### src/sv/bmhq_pkg.sv
// bmhq_pkg: transfer types, entry layout, status codes and controller states
// for the binary min-heap queue. No dependencies.
`default_nettype none

package bmhq_pkg;

  localparam int KEY_W   = 16;
  localparam int PAY_W   = 16;
  localparam int DEPTH   = 16;              // slot 0 unused: holds DEPTH-1 entries
  localparam int CNT_W   = $clog2(DEPTH);
  localparam int ENT_W   = KEY_W + PAY_W;

  localparam logic       OP_INSERT = 1'b0;
  localparam logic       OP_REMOVE = 1'b1;

  typedef enum logic [1:0] {
    ST_OK    = 2'd0,
    ST_EMPTY = 2'd1,
    ST_FULL  = 2'd2
  } status_t;

  typedef struct packed {
    logic             op;
    logic [KEY_W-1:0] key;
    logic [PAY_W-1:0] payload;
  } in_item_t;

  typedef struct packed {
    status_t          status;
    logic [KEY_W-1:0] out_key;
    logic [PAY_W-1:0] out_payload;
    logic [CNT_W-1:0] entry_count;
  } out_item_t;

  typedef struct packed {
    logic [KEY_W-1:0] key;
    logic [PAY_W-1:0] payload;
  } entry_t;

  typedef enum logic [2:0] {
    S_IDLE,
    S_SIFT_UP,
    S_REM,
    S_SIFT_DN,
    S_PLACE,
    S_DONE
  } state_t;

endpackage

`default_nettype wire

### src/sv/binary_min_heap_queue.sv
// Binary min-heap queue: an insert sifts up from the new leaf; a remove takes the root,
// moves the last entry there and sifts it down when the root has children; a refused op
// or a first insert goes straight to the result. One heap level per cycle, set by the single write port of the
// store; next input transfer is taken the cycle after the result is loaded, so one item
// is in flight at a time, and an output stall holds it.
// Reset (rst_n low, synchronous): heap empty, no result pending; store not cleared.
`default_nettype none

module binary_min_heap_queue (
  input  wire                  clk,
  input  wire                  rst_n,
  input  wire                  in_valid,
  output logic                 in_stall,
  input  wire bmhq_pkg::in_item_t in_data,
  output logic                 out_valid,
  input  wire                  out_stall,
  output bmhq_pkg::out_item_t  out_data
);
  import bmhq_pkg::*;

  localparam logic [CNT_W-1:0] MAX_FILL = CNT_W'(DEPTH - 1);
  localparam logic [CNT_W-1:0] ROOT     = CNT_W'(1);

  // Entry store: one write port, two registered read ports.
  entry_t           mem [DEPTH];
  logic [CNT_W-1:0] rd_addr_a, rd_addr_b, wr_addr;
  entry_t           rd_a_r, rd_b_r, wr_data;
  logic             wr_en;

  always_ff @(posedge clk) begin
    if (wr_en) begin
      mem[wr_addr] <= wr_data;
    end
    rd_a_r <= mem[rd_addr_a];
    rd_b_r <= mem[rd_addr_b];
  end

  // Controller state
  state_t           state_r, state_nxt;
  logic [CNT_W-1:0] fill_r, fill_nxt;
  logic [CNT_W-1:0] pos_r, pos_nxt;      // hole position of the moving entry
  entry_t           ent_r, ent_nxt;      // the moving entry, held out of the store
  out_item_t        res_r, res_nxt;      // result waiting for the output register
  out_item_t        out_r, out_nxt;
  logic             out_valid_r, out_valid_nxt;

  // Handshake, insert and sift-down helpers
  logic             accept, out_take;
  logic [CNT_W:0]   cur_left;            // left child of pos_r
  logic             right_ok;
  logic [CNT_W-1:0] best_pos;
  entry_t           best_ent;
  logic [CNT_W-1:0] dpos;                // position to descend from
  logic [CNT_W:0]   d_left;
  logic [CNT_W-1:0] ins_pos;
  entry_t           in_ent;

  assign in_stall  = (state_r != S_IDLE);
  assign accept    = in_valid && !in_stall;
  assign out_take  = out_valid_r && !out_stall;
  assign out_valid = out_valid_r;
  assign out_data  = out_r;

  assign in_ent   = '{key: in_data.key, payload: in_data.payload};
  assign ins_pos  = fill_r + CNT_W'(1);

  assign cur_left = {pos_r, 1'b0};
  // right child exists when left+1 <= fill, i.e. left < fill
  assign right_ok = (cur_left < {1'b0, fill_r});
  always_comb begin
    if (right_ok && (rd_b_r.key < rd_a_r.key)) begin
      best_pos = cur_left[CNT_W-1:0] | CNT_W'(1);
      best_ent = rd_b_r;
    end else begin
      best_pos = cur_left[CNT_W-1:0];
      best_ent = rd_a_r;
    end
  end
  assign dpos   = (state_r == S_REM) ? ROOT : best_pos;
  assign d_left = {dpos, 1'b0};

  always_ff @(posedge clk) begin
    if (!rst_n) begin
      state_r     <= S_IDLE;
      fill_r      <= '0;
      out_valid_r <= 1'b0;
    end else begin
      state_r     <= state_nxt;
      fill_r      <= fill_nxt;
      out_valid_r <= out_valid_nxt;
    end
  end

  always_ff @(posedge clk) begin
    pos_r <= pos_nxt;
    ent_r <= ent_nxt;
    res_r <= res_nxt;
    out_r <= out_nxt;
  end

  always_comb begin
    state_nxt     = state_r;
    fill_nxt      = fill_r;
    pos_nxt       = pos_r;
    ent_nxt       = ent_r;
    res_nxt       = res_r;
    out_nxt       = out_r;
    out_valid_nxt = out_valid_r && !out_take;
    rd_addr_a     = ROOT;
    rd_addr_b     = fill_r;
    wr_en         = 1'b0;
    wr_addr       = pos_r;
    wr_data       = ent_r;

    unique case (state_r)
      S_IDLE: begin
        if (accept) begin
          res_nxt = '{status: ST_OK, out_key: '0, out_payload: '0, entry_count: fill_r};
          if (in_data.op == OP_INSERT) begin
            if (fill_r == MAX_FILL) begin
              res_nxt.status = ST_FULL;
              state_nxt      = S_DONE;
            end else begin
              fill_nxt              = ins_pos;
              res_nxt.entry_count   = ins_pos;
              pos_nxt               = ins_pos;
              ent_nxt               = in_ent;
              if (ins_pos == ROOT) begin
                // first entry goes straight to the root
                wr_en     = 1'b1;
                wr_addr   = ROOT;
                wr_data   = in_ent;
                state_nxt = S_DONE;
              end else begin
                rd_addr_a = ins_pos >> 1;
                state_nxt = S_SIFT_UP;
              end
            end
          end else begin
            if (fill_r == '0) begin
              res_nxt.status = ST_EMPTY;
              state_nxt      = S_DONE;
            end else begin
              // fetch root and last entry together
              rd_addr_a           = ROOT;
              rd_addr_b           = fill_r;
              fill_nxt            = fill_r - CNT_W'(1);
              res_nxt.entry_count = fill_r - CNT_W'(1);
              state_nxt           = S_REM;
            end
          end
        end
      end

      S_SIFT_UP: begin
        // rd_a_r holds the parent of pos_r
        if (ent_r.key < rd_a_r.key) begin
          wr_en   = 1'b1;
          wr_addr = pos_r;
          wr_data = rd_a_r;
          pos_nxt = pos_r >> 1;
          if ((pos_r >> 1) == ROOT) begin
            state_nxt = S_PLACE;
          end else begin
            rd_addr_a = pos_r >> 2;
          end
        end else begin
          wr_en     = 1'b1;
          state_nxt = S_DONE;
        end
      end

      S_REM: begin
        res_nxt.out_key     = rd_a_r.key;
        res_nxt.out_payload = rd_a_r.payload;
        ent_nxt             = rd_b_r;
        pos_nxt             = ROOT;
        if (fill_r == '0) begin
          state_nxt = S_DONE;
        end else if (d_left > {1'b0, fill_r}) begin
          // root is a leaf: last entry lands there
          wr_en     = 1'b1;
          wr_addr   = ROOT;
          wr_data   = rd_b_r;
          state_nxt = S_DONE;
        end else begin
          rd_addr_a = d_left[CNT_W-1:0];
          rd_addr_b = d_left[CNT_W-1:0] | CNT_W'(1);
          state_nxt = S_SIFT_DN;
        end
      end

      S_SIFT_DN: begin
        // rd_a_r / rd_b_r hold the children of pos_r
        if (best_ent.key < ent_r.key) begin
          wr_en   = 1'b1;
          wr_addr = pos_r;
          wr_data = best_ent;
          pos_nxt = best_pos;
          if (d_left > {1'b0, fill_r}) begin
            state_nxt = S_PLACE;
          end else begin
            rd_addr_a = d_left[CNT_W-1:0];
            rd_addr_b = d_left[CNT_W-1:0] | CNT_W'(1);
          end
        end else begin
          wr_en     = 1'b1;
          state_nxt = S_DONE;
        end
      end

      S_PLACE: begin
        wr_en     = 1'b1;
        state_nxt = S_DONE;
      end

      S_DONE: begin
        // load the output register once it is free or draining
        if (!out_valid_r || !out_stall) begin
          out_nxt       = res_r;
          out_valid_nxt = 1'b1;
          state_nxt     = S_IDLE;
        end
      end

      default: begin
        state_nxt = S_IDLE;
      end
    endcase
  end

endmodule

`default_nettype wire

### config.mk
export PLATFORM = sky130hd
export DESIGN_NAME = binary_min_heap_queue
export DESIGN_NICKNAME = d
export VERILOG_FILES = /design/src/sv/bmhq_pkg.sv /design/src/sv/binary_min_heap_queue.sv
export SDC_FILE = /design/constraint.sdc
export NUM_CORES = 1
export LEC_CHECK = 0
export BUFFER_PORTS_ARGS = -buffer_cell sky130_fd_sc_hd__buf_2
export CAP_MARGIN = 10
export CORE_UTILIZATION = 49
export DETAILED_ROUTE_END_ITERATION = 12
export HOLD_SLACK_MARGIN = 0.1
export MAX_ROUTING_LAYER = met4
export PLACE_DENSITY = 0.66
export SYNTH_ARGS = -nofsm -noshare
export SYNTH_HDL_FRONTEND = slang
export SYNTH_SLANG_ARGS = --single-unit
### constraint.sdc
create_clock -name clk -period 7.35 [get_ports clk]
set_clock_uncertainty 0.15 [all_clocks]
set_input_delay 0 -clock clk [delete_from_list [all_inputs] [get_ports clk]]
set_output_delay 0 -clock clk [all_outputs]
set_load 0.01 [all_outputs]
**After elaboration in Yosys (flattened, before gate mapping)**

Memories as Yosys holds them, arrays and structs flattened. A register that Yosys moved wholly into a read port is not among the register bits.
Cells that the tools add are included.

- Bits in registers: 120
- Latch bits: 0
- Bits in writable memories: 512
- ROM bits: 0
- Output and inout port bits: 40
- Logic and storage cells: 134
- Memories: 1

Memories:

| name | words | width | read ports | clocked after Yosys merged registers in | write ports | RTL line | RTL |
|---|---|---|---|---|---|---|---|
| mem | 16 | 32 | 2 | 2 | 1 | binary_min_heap_queue.sv:25 | `entry_t mem [DEPTH];` |

- Add/subtract/negate cells: 2
- Multiply operators: 0
- Divide/modulo/power cells: 0
- Order comparisons: 5
- Equality and inequality tests: 16
- Shift-type cells: 0
- Multiplexer cells: 75
- Bitwise logic cells: 0
- Reductions and logical operators: 21

Operators with widths:

| cell | count |
|---|---|
| 2-to-1 mux 32 bit | 12 |
| one-hot mux 32 bit (2 select lines) | 2 |
| one-hot mux 32 bit (4 select lines) | 1 |
| 2-to-1 mux 4 bit | 23 |
| less-than comparator 16 bit | 3 |
| 2-to-1 mux 3 bit | 14 |
| 2-to-1 mux 36 bit | 1 |
| one-hot mux 4 bit (4 select lines) | 2 |
| one-hot mux 3 bit (6 select lines) | 1 |
| one-hot mux 4 bit (2 select lines) | 2 |
| 2-to-1 mux 1 bit | 12 |
| != test 2 bit (second input constant) | 6 |
| 2-to-1 mux 2 bit | 4 |
| AND reduction 4 bit | 2 |
| == test 3 x 1 -> 1 bit (second input constant) | 2 |
| == test 3 x 2 -> 1 bit (second input constant) | 2 |
| == test 3 bit (second input constant) | 2 |
| != test 3 bit (second input constant) | 2 |
| AND reduction 2 bit | 3 |
| AND reduction 6 bit | 1 |
| greater-than comparator 5 x 4 -> 1 bit | 1 |
| less-than comparator 5 x 4 -> 1 bit | 1 |
| adder 4 x 1 -> 4 bit (second input constant) | 1 |
| == test 4 x 1 -> 1 bit (second input constant) | 1 |
| other kinds (12) | 18 |

**Longest topological paths before layout**

Gate-level depths: netlist of the first run.

- Depth in word-level cells: 10
- Mapped depth: 25
- Mapped depth without buffers: 18

**Worst setup path after synthesis of the first run**

OpenSTA, ideal clock, no wires.

- Path type: register -> register
- From: reg rd_a_r[30] (netlist name)
- To: reg rd_a_r[16] (netlist name)
- Library setup time: 0.134 ns
- Arrival time: 5.915 ns
- Path slack: 1.151 ns
- Cell stages (with the launch flop): 23
- Buffers on the path: 5
- Clock period less this slack: 6.199 ns
- Cells stage by stage: dfxtp_1 inv_1 ha_1 nand4_1 nor3_2 or4b_1 nand3_1 buf_2 buf_1 clkbuf_1 mux2_2 ha_1 or3_1 o211ai_1 a21oi_1 nor2_1 o21ai_0 nand2_1 buf_2 buf_1 mux2i_1 o32ai_1 or4_1

- Word-level cells in the longest chain between the ends: 8
- Elaborated cells on any way between the ends: 13

RTL lines:

| item | RTL line | RTL |
|---|---|---|
| parallel branches: the longest is 7 deep, another holds less-than comparator 16 bit | - |  |
| one-hot mux 4 bit (4 select lines) (*) | binary_min_heap_queue.sv:115 | `unique case (state_r)` |

Every way passes the cells marked *.
A chain may end at the register's enable or synchronous reset.

**Worst setup path in the final report of the first run**

- From: reg fill_r[2]
- To: reg rd_a_r[7] (netlist name)

- Word-level cells in the longest chain between the ends: 8
- Elaborated cells on any way between the ends: 19

RTL lines:

| item | RTL line | RTL |
|---|---|---|
| start, declared | binary_min_heap_queue.sv:40 | `logic [CNT_W-1:0] fill_r, fill_nxt;` |
| start signal, assigned | binary_min_heap_queue.sv:89 | `fill_r <= fill_nxt;` |
| parallel branches: the longest is 7 deep, another holds less-than comparator 16 bit | - |  |
| one-hot mux 4 bit (4 select lines) (*) | binary_min_heap_queue.sv:115 |  |

Marked as above.

==> run_results.csv, run 1 <==
group,metric,value,unit
run_status,outcome,"completed",
timing,max_slew.worst_pin.slew,1.10,ns
worst_setup_path,path_class,"reg -> reg",
clocking,cts_tree,"built",
power,seq_power_share,0.393,
worst_setup_path,worstPathRequired,7.69,ns
routing,drt-initial-drc-count,2841,
grt,grt_pass1_vias,21600,
routing,wl,96.5,mm
floorplan,fp.dieW,258,µm
timing,slew_violations,0,
placed_design,pre_cts_ws,0.534,ns
worst_setup_path,crit_path_end_kind,"flip-flop",
power,swShare,0.380,
floorplan,initial_utilization,0.497,
clocking,root_buffer,"clkbuf_16",
timing,hold_violations,0,
placed_design,place_inst,3287,
clocking,cts-buffers-inserted,72,
power,p_leak,12.8,nW
timing,timing.hold.ws,0.129,ns
yosys,synth_ff_type,"edfxtp_1",
grt,grt_max_degree,65,
yosys,yosys.area.top_type_share,0.584,
floorplan,fp.dieH,258,µm
power,cellPowerDensity,447,nW/µm²
yosys,syn_inst,2417,
timing,fin_ws,0.377,ns
clocking,clock_tree.buffer_depth,3,
worst_setup_path,critPathLaunchType,"flip-flop",
clocking,cts_setup_buffers,0,
clocking,clock-sinks,696,
clocking,cts.clk_slew.worst_paths,0.06,ns
grt,overflow,0,
finish,synthToLayoutAreaGrowth,15.6,%
placed_design,numPortBuffers,76,
routing,drtAntennaViolNets,0,
floorplan,ios,77,
yosys,synth_area,32100,µm²
grt,grt_use_total,0.294,
finish,finalNetCount,2661,
finish,fin_util,0.575,
yosys,syn_area_per_cell,13.3,µm²
routing,via_count,22600,
flow_run,max_cap_viol_count,0,
yosys,yosys-top-cells-count,"edfxtp_1, mux2i_1, nand2_1",
timing,rsz0062_at_grt,"no",
hold_path,hold_path.class,"in -> reg",
placed_design,placed_cell_area,34100,µm²
floorplan,core,64600,µm²
yosys,yosysWarningCount,0,
timing,max_slew_margin,0.266,
routing,post_drt_wl_per_cell,27.7,µm
routing,routed_via_density,6.47,
power,power_switching,6.31,mW
clocking,h-tree-depth,3,
worst_setup_path,path_cells,"inv_1 > ha_1 > o21ai_0 > a21oi_1 > nor4_1 > nand3_2 > mux2_2 > ha_1 > a211oi_1 > o21ai_0 > o211ai_1 > a21oi_1 > nor2_1 > a21oi_4 > a211oi_4 > buf_4 > buf_4 > o32ai_1 > or4_1",
floorplan,die_area,66600,µm²
yosys,yosysMostFrequentCell,"edfxtp_1",
floorplan,rows,93,
timing,period_share,0.949,
worst_setup_path,critPathMaxFanout,51,
timing,fin_crit,6.97,ns
grt,grt_pass1_wl,140,mm
yosys,synth_area_leader_cell,"edfxtp_1",
yosys,seq_area_frac_synth,0.628,
finish,final_area,37100,µm²
power,internal_power,10.3,mW
yosys,yosys-top-cells-area,"edfxtp_1, mux2i_1, dfxtp_1",
power,power.total,16.6,mW
grt,antenna_found_initial,2,
worst_setup_path,max_stage_delay,0.66,ns
timing,finalSetupViolCount,0,
clocking,clock_latency,0.63,ns
placed_design,gp_congestion,1.00,
power,comb_power_share,0.390,
placed_design,hpwl,57.0,mm
yosys,ys_types,69,
finish,drive_gt1_frac,0.141,
yosys,synth-edff-count,624,
worst_setup_path,crit_arrival,7.31,ns
finish,stdcell_count,3485,
timing,setup_tns,0,ns
yosys,ys_ff_latch,696,
worst_setup_path,crit_slowest_cell,"buf_4",
yosys,synth_nets,2507,
timing,max_freq,0.143,GHz
yosys,ys_async_sr_fraction,0,
power,ir_drop,0.000225,V
routing,drc,0,
routing,drt-pass1-iter-count,6,
power,pwr-share-clk,0.216,
==> flip-flops by register name, indices dropped and copies added (netlist names), 3 cells and up <==
signal	cells
out_data	38
state_r	3
rd_a_r	32
fill_r	4
rd_b_r	32
pos_r	4
mem	512
res_r	38
ent_r	32
==> path summary, 6_finish.rpt <==
path	start	endpoint	slack [ns]	depth (start not counted)
worst min register to register	res_r[1]	out_data[1]	0.27	0
worst max-delay path	fill_r[2]	rd_a_r[7]	0.38	19
worst min-delay path	in_data[3]	ent_r[3]	0.13	4
worst max register to register	fill_r[2]	rd_a_r[7]	0.38	19
==> cell usage in the layout (no fill, tap or decap), types with 53 or more instances in the layout <==
cell type,instances
nor2_1,74
o22ai_1,163
dfxtp_1,71
mux2i_1,401
or4_1,67
ha_1,53
a31oi_1,66
nand2_1,265
a21oi_1,64
buf_4,83
dlygate4sd3_1,63
buf_2,76
edfxtp_1,624
clkbuf_16,74
==> power groups by stage <==
stage               clock network (mW)  registers, mW  logic [mW]
floorplan                            0           6.36        4.03
global placement                     0           6.54        6.16
finish                            3.59           6.53        6.48
detailed placement                   0           6.58        6.30
CTS                               3.64           6.50        6.36
global route                      3.78           6.59        6.87
==> metal layers <==
| layer | share of wire | global-route usage | vias up |
|---|---|---|---|
| met1 | 0.41 | 0.402 | 11200 |
| li1 | - | - | 9795 |
| met3 | 0.11 | 0.0513 | 254 |
| met5 | 0 | - | - |
| met2 | 0.45 | 0.445 | 1355 |
| met4 | 0.032 | 0.102 | 0 |
==> cells by family after synthesis <==
logic type,share of synthesized area
AOI/OAI and AO/OA,0.107
xor gates and xnor gates,0.00136
adders and majority gates,0.0207
buffers and inverters,0.0299
DFF,0.628
muxes,0.137
and+or+nand+nor,0.0761
==> final cells by class <==
class                      count  area (µm²)
clock buffer                 109        2080
multi-input combinational   1510       11200
antenna                        1        2.50
fill                        5075       27500
tap                          855        1070
timing repair buffer         249        2170
sequential                   696       20200
inverter                      42         158
clock inverter                23         246
==> worst max-delay path: cells and delay by family, from the launching register on <==
kind,cells,cell delay [ns]
AND/OR/NAND/NOR,4,1.84
multiplexers,1,0.44
AO/OA/AOI/OAI,9,1.75
flip-flops,1,0.60
adder cells (fa/ha/maj),2,0.60
buffers and inverters,3,1.42
==> what timing repair did <==
action	CTS	global route
gates resized for setup	0	0
hold buffers	63	0
endpoints found under the setup margin	0	0
endpoints found under the hold margin	539	0
No activity file was read; power rests on OpenSTA's default activity.
==> run 2, diff against run 1 <==
Settings changed: CORE_ASPECT_RATIO set to 1.5.
==> run 2 against run 1 <==
Against the previous run:
- critical path type unchanged
- die area about the same
- count of clock-buffer cells in the layout down 24
- sequential cell count unchanged
- cell count down 0.20%
- global-route usage up 0.060 points
- utilization down 0.62 points
- setup slack worse by 0.0057 ns
- wire length up 0.22%
- register-to-register slack about the same
- combinational power down 0.9%
- first-iteration DRC count down 16%
- maximum frequency about the same
==> run_results.csv, run 2 (synthesis gave the netlist of run 1 again) <==
group,metric,value,unit
run_status,outcome,"completed",
clocking,clock_tree.buffer_depth,3,
routing,drt-pass1-iter-count,6,
power,ir_drop,0.000256,V
floorplan,fp.dieW,211,µm
floorplan,core,64600,µm²
finish,mostFrequentLayoutCell,"edfxtp_1",
power,p_leak,12.6,nW
grt,grt_max_degree,73,
clocking,cts_tree,"built",
finish,layout_common_cells,"edfxtp_1, mux2i_1, nand2_1, o22ai_1, buf_4",
clocking,cts_resized,0,
worst_setup_path,crit_arrival,7.07,ns
worst_setup_path,critPathMaxFanout,16,
hold_path,min_from,"in_data[10]",
floorplan,die_area,66600,µm²
routing,drt-initial-drc-count,2391,
floorplan,ios,77,
timing,setup_tns,0,ns
power,cellPowerDensity,444,nW/µm²
finish,drive_gt1_frac,0.138,
timing,rsz0062_at_grt,"no",
placed_design,hpwl,56.8,mm
clocking,clock_latency,0.62,ns
timing,max_slew.worst_pin.slew,1.41,ns
hold_path,hold_end,"ent_r[10]",
finish,seq_area,20200,µm²
finish,fin_util,0.568,
routing,drtAntennaViolNets,0,
floorplan,fp.dieH,316,µm
timing,timing.hold.ws,0.110,ns
floorplan,rows,114,
worst_setup_path,worstPathRequired,7.44,ns
routing,wl,96.7,mm
hold_path,hold_path.class,"in -> reg",
finish,regMostFlops,"mem",
timing,fin_ws,0.372,ns
timing,finalSetupViolCount,0,
worst_setup_path,crit_path_end_kind,"flip-flop",
placed_design,gp_congestion,0.940,
clocking,root_buffer,"clkbuf_16",
grt,overflow,0,
clocking,cts-buffers-inserted,66,
grt,antenna_found_initial,1,
finish,largest_register_ffs,512,
finish,synthToLayoutAreaGrowth,14.4,%
grt,grt_pass1_vias,21800,
worst_setup_path,r2r.worst_path.cells,19,
finish,multi_input_area,11200,µm²
worst_setup_path,r2r-end,"mem[13][3]",
routing,via_count,22500,
worst_setup_path,path_class,"reg -> reg",
worst_setup_path,max_stage_delay,0.95,ns
timing,period_share,0.949,
clocking,clock-sinks,696,
timing,max_slew_margin,0.0614,
clocking,h-tree-depth,3,
clocking,cts.clk_slew.worst_paths,0.07,ns
hold_path,holdPathStages,4,
worst_setup_path,crit_slowest_cell,"a2bb2oi_1",
grt,grt_pass1_wl,139,mm
placed_design,pre_cts_ws,0.578,ns
timing,slew_violations,0,
routing,routed_via_density,6.48,
routing,drc,0,
worst_setup_path,r2r-start,"rd_a_r[30]",
placed_design,numPortBuffers,76,
grt,grt_use_total,0.295,
timing,hold_violations,0,
worst_setup_path,rrSetupSlack,0.37,ns
finish,stdcell_count,3478,
placed_design,place_inst,3291,
routing,post_drt_wl_per_cell,27.8,µm
worst_setup_path,critPathLaunchType,"flip-flop",
timing,max_freq,0.143,GHz
finish,finalNetCount,2647,
flow_run,max_cap_viol_count,0,
finish,fillers,5154,
worst_setup_path,path_cells,"inv_1 > ha_1 > nand4_1 > nor3_2 > or4b_1 > nand3_2 > mux2_2 > ha_1 > nor3_1 > o21ai_0 > o211ai_1 > a21oi_1 > nor2_1 > a21o_1 > buf_12 > mux2_2 > a221oi_1 > nor2_1 > a2bb2oi_1",
worst_setup_path,startpoint,"rd_a_r[30]",
timing,fin_crit,6.98,ns
floorplan,initial_utilization,0.497,
==> run 2: layout make-up <==
type,instances,share of cell area
Antenna cell,2,0.000136
Tap cell,870,0.0296
Multi-Input combinational cell,1511,0.305
Clock buffer,85,0.0486
Sequential cell,696,0.549
Inverter,42,0.00429
Clock inverter,32,0.00732
Timing Repair Buffer,240,0.0555
==> run 2: what timing repair did <==
item                       CTS  global route
setup endpoints to repair    0             1
hold endpoints to repair   430             0
setup buffers                0             0
hold buffers                61             0
==> run 2: power by group <==
group | internal [mW] | switching, mW | total (mW) | leakage, nW
Sequential | 5.97 | 0.594 | 6.56 | 6.31
Combinational | 2.24 | 4.17 | 6.42 | 5.26
Clock | 1.83 | 1.48 | 3.31 | 0.992
==> run 2: worst max-delay path by stage <==
stage | cells after the start | end
floorplan | 22 | rd_a_r[16]
global placement | 17 | rd_a_r[26]
detailed placement | 19 | rd_a_r[26]
CTS | 19 | state_r[0]
global route | 19 | mem[1][3]
finish | 19 | mem[13][3]
==> run 2: critical path: cells and delay by family (launching register included) <==
| kind | cells | cell delay [ns] |
|---|---|---|
| buffers and inverters | 2 | 0.31 |
| adder cells (fa/ha/maj) | 2 | 0.54 |
| flip-flops | 1 | 0.37 |
| multiplexers | 2 | 0.55 |
| AND/OR/NAND/NOR | 7 | 2.43 |
| AO/OA/AOI/OAI | 6 | 2.21 |
==> run 2: stage by stage <==
step	instance area (µm²)	power [mW]
floorplan	32100	10.4
global placement	34000	12.6
detailed placement	34000	12.8
CTS	36700	16.1
global route	36700	16.9
finish	36700	16.3
==> run 2: routing by layer <==
layer	track usage	vias up	wire [µm]
li1	-	9755	-
met1	0.364	11200	36400
met2	0.475	1323	46700
met3	0.0405	307	8940
met4	0.148	0	4710
met5	-	-	0
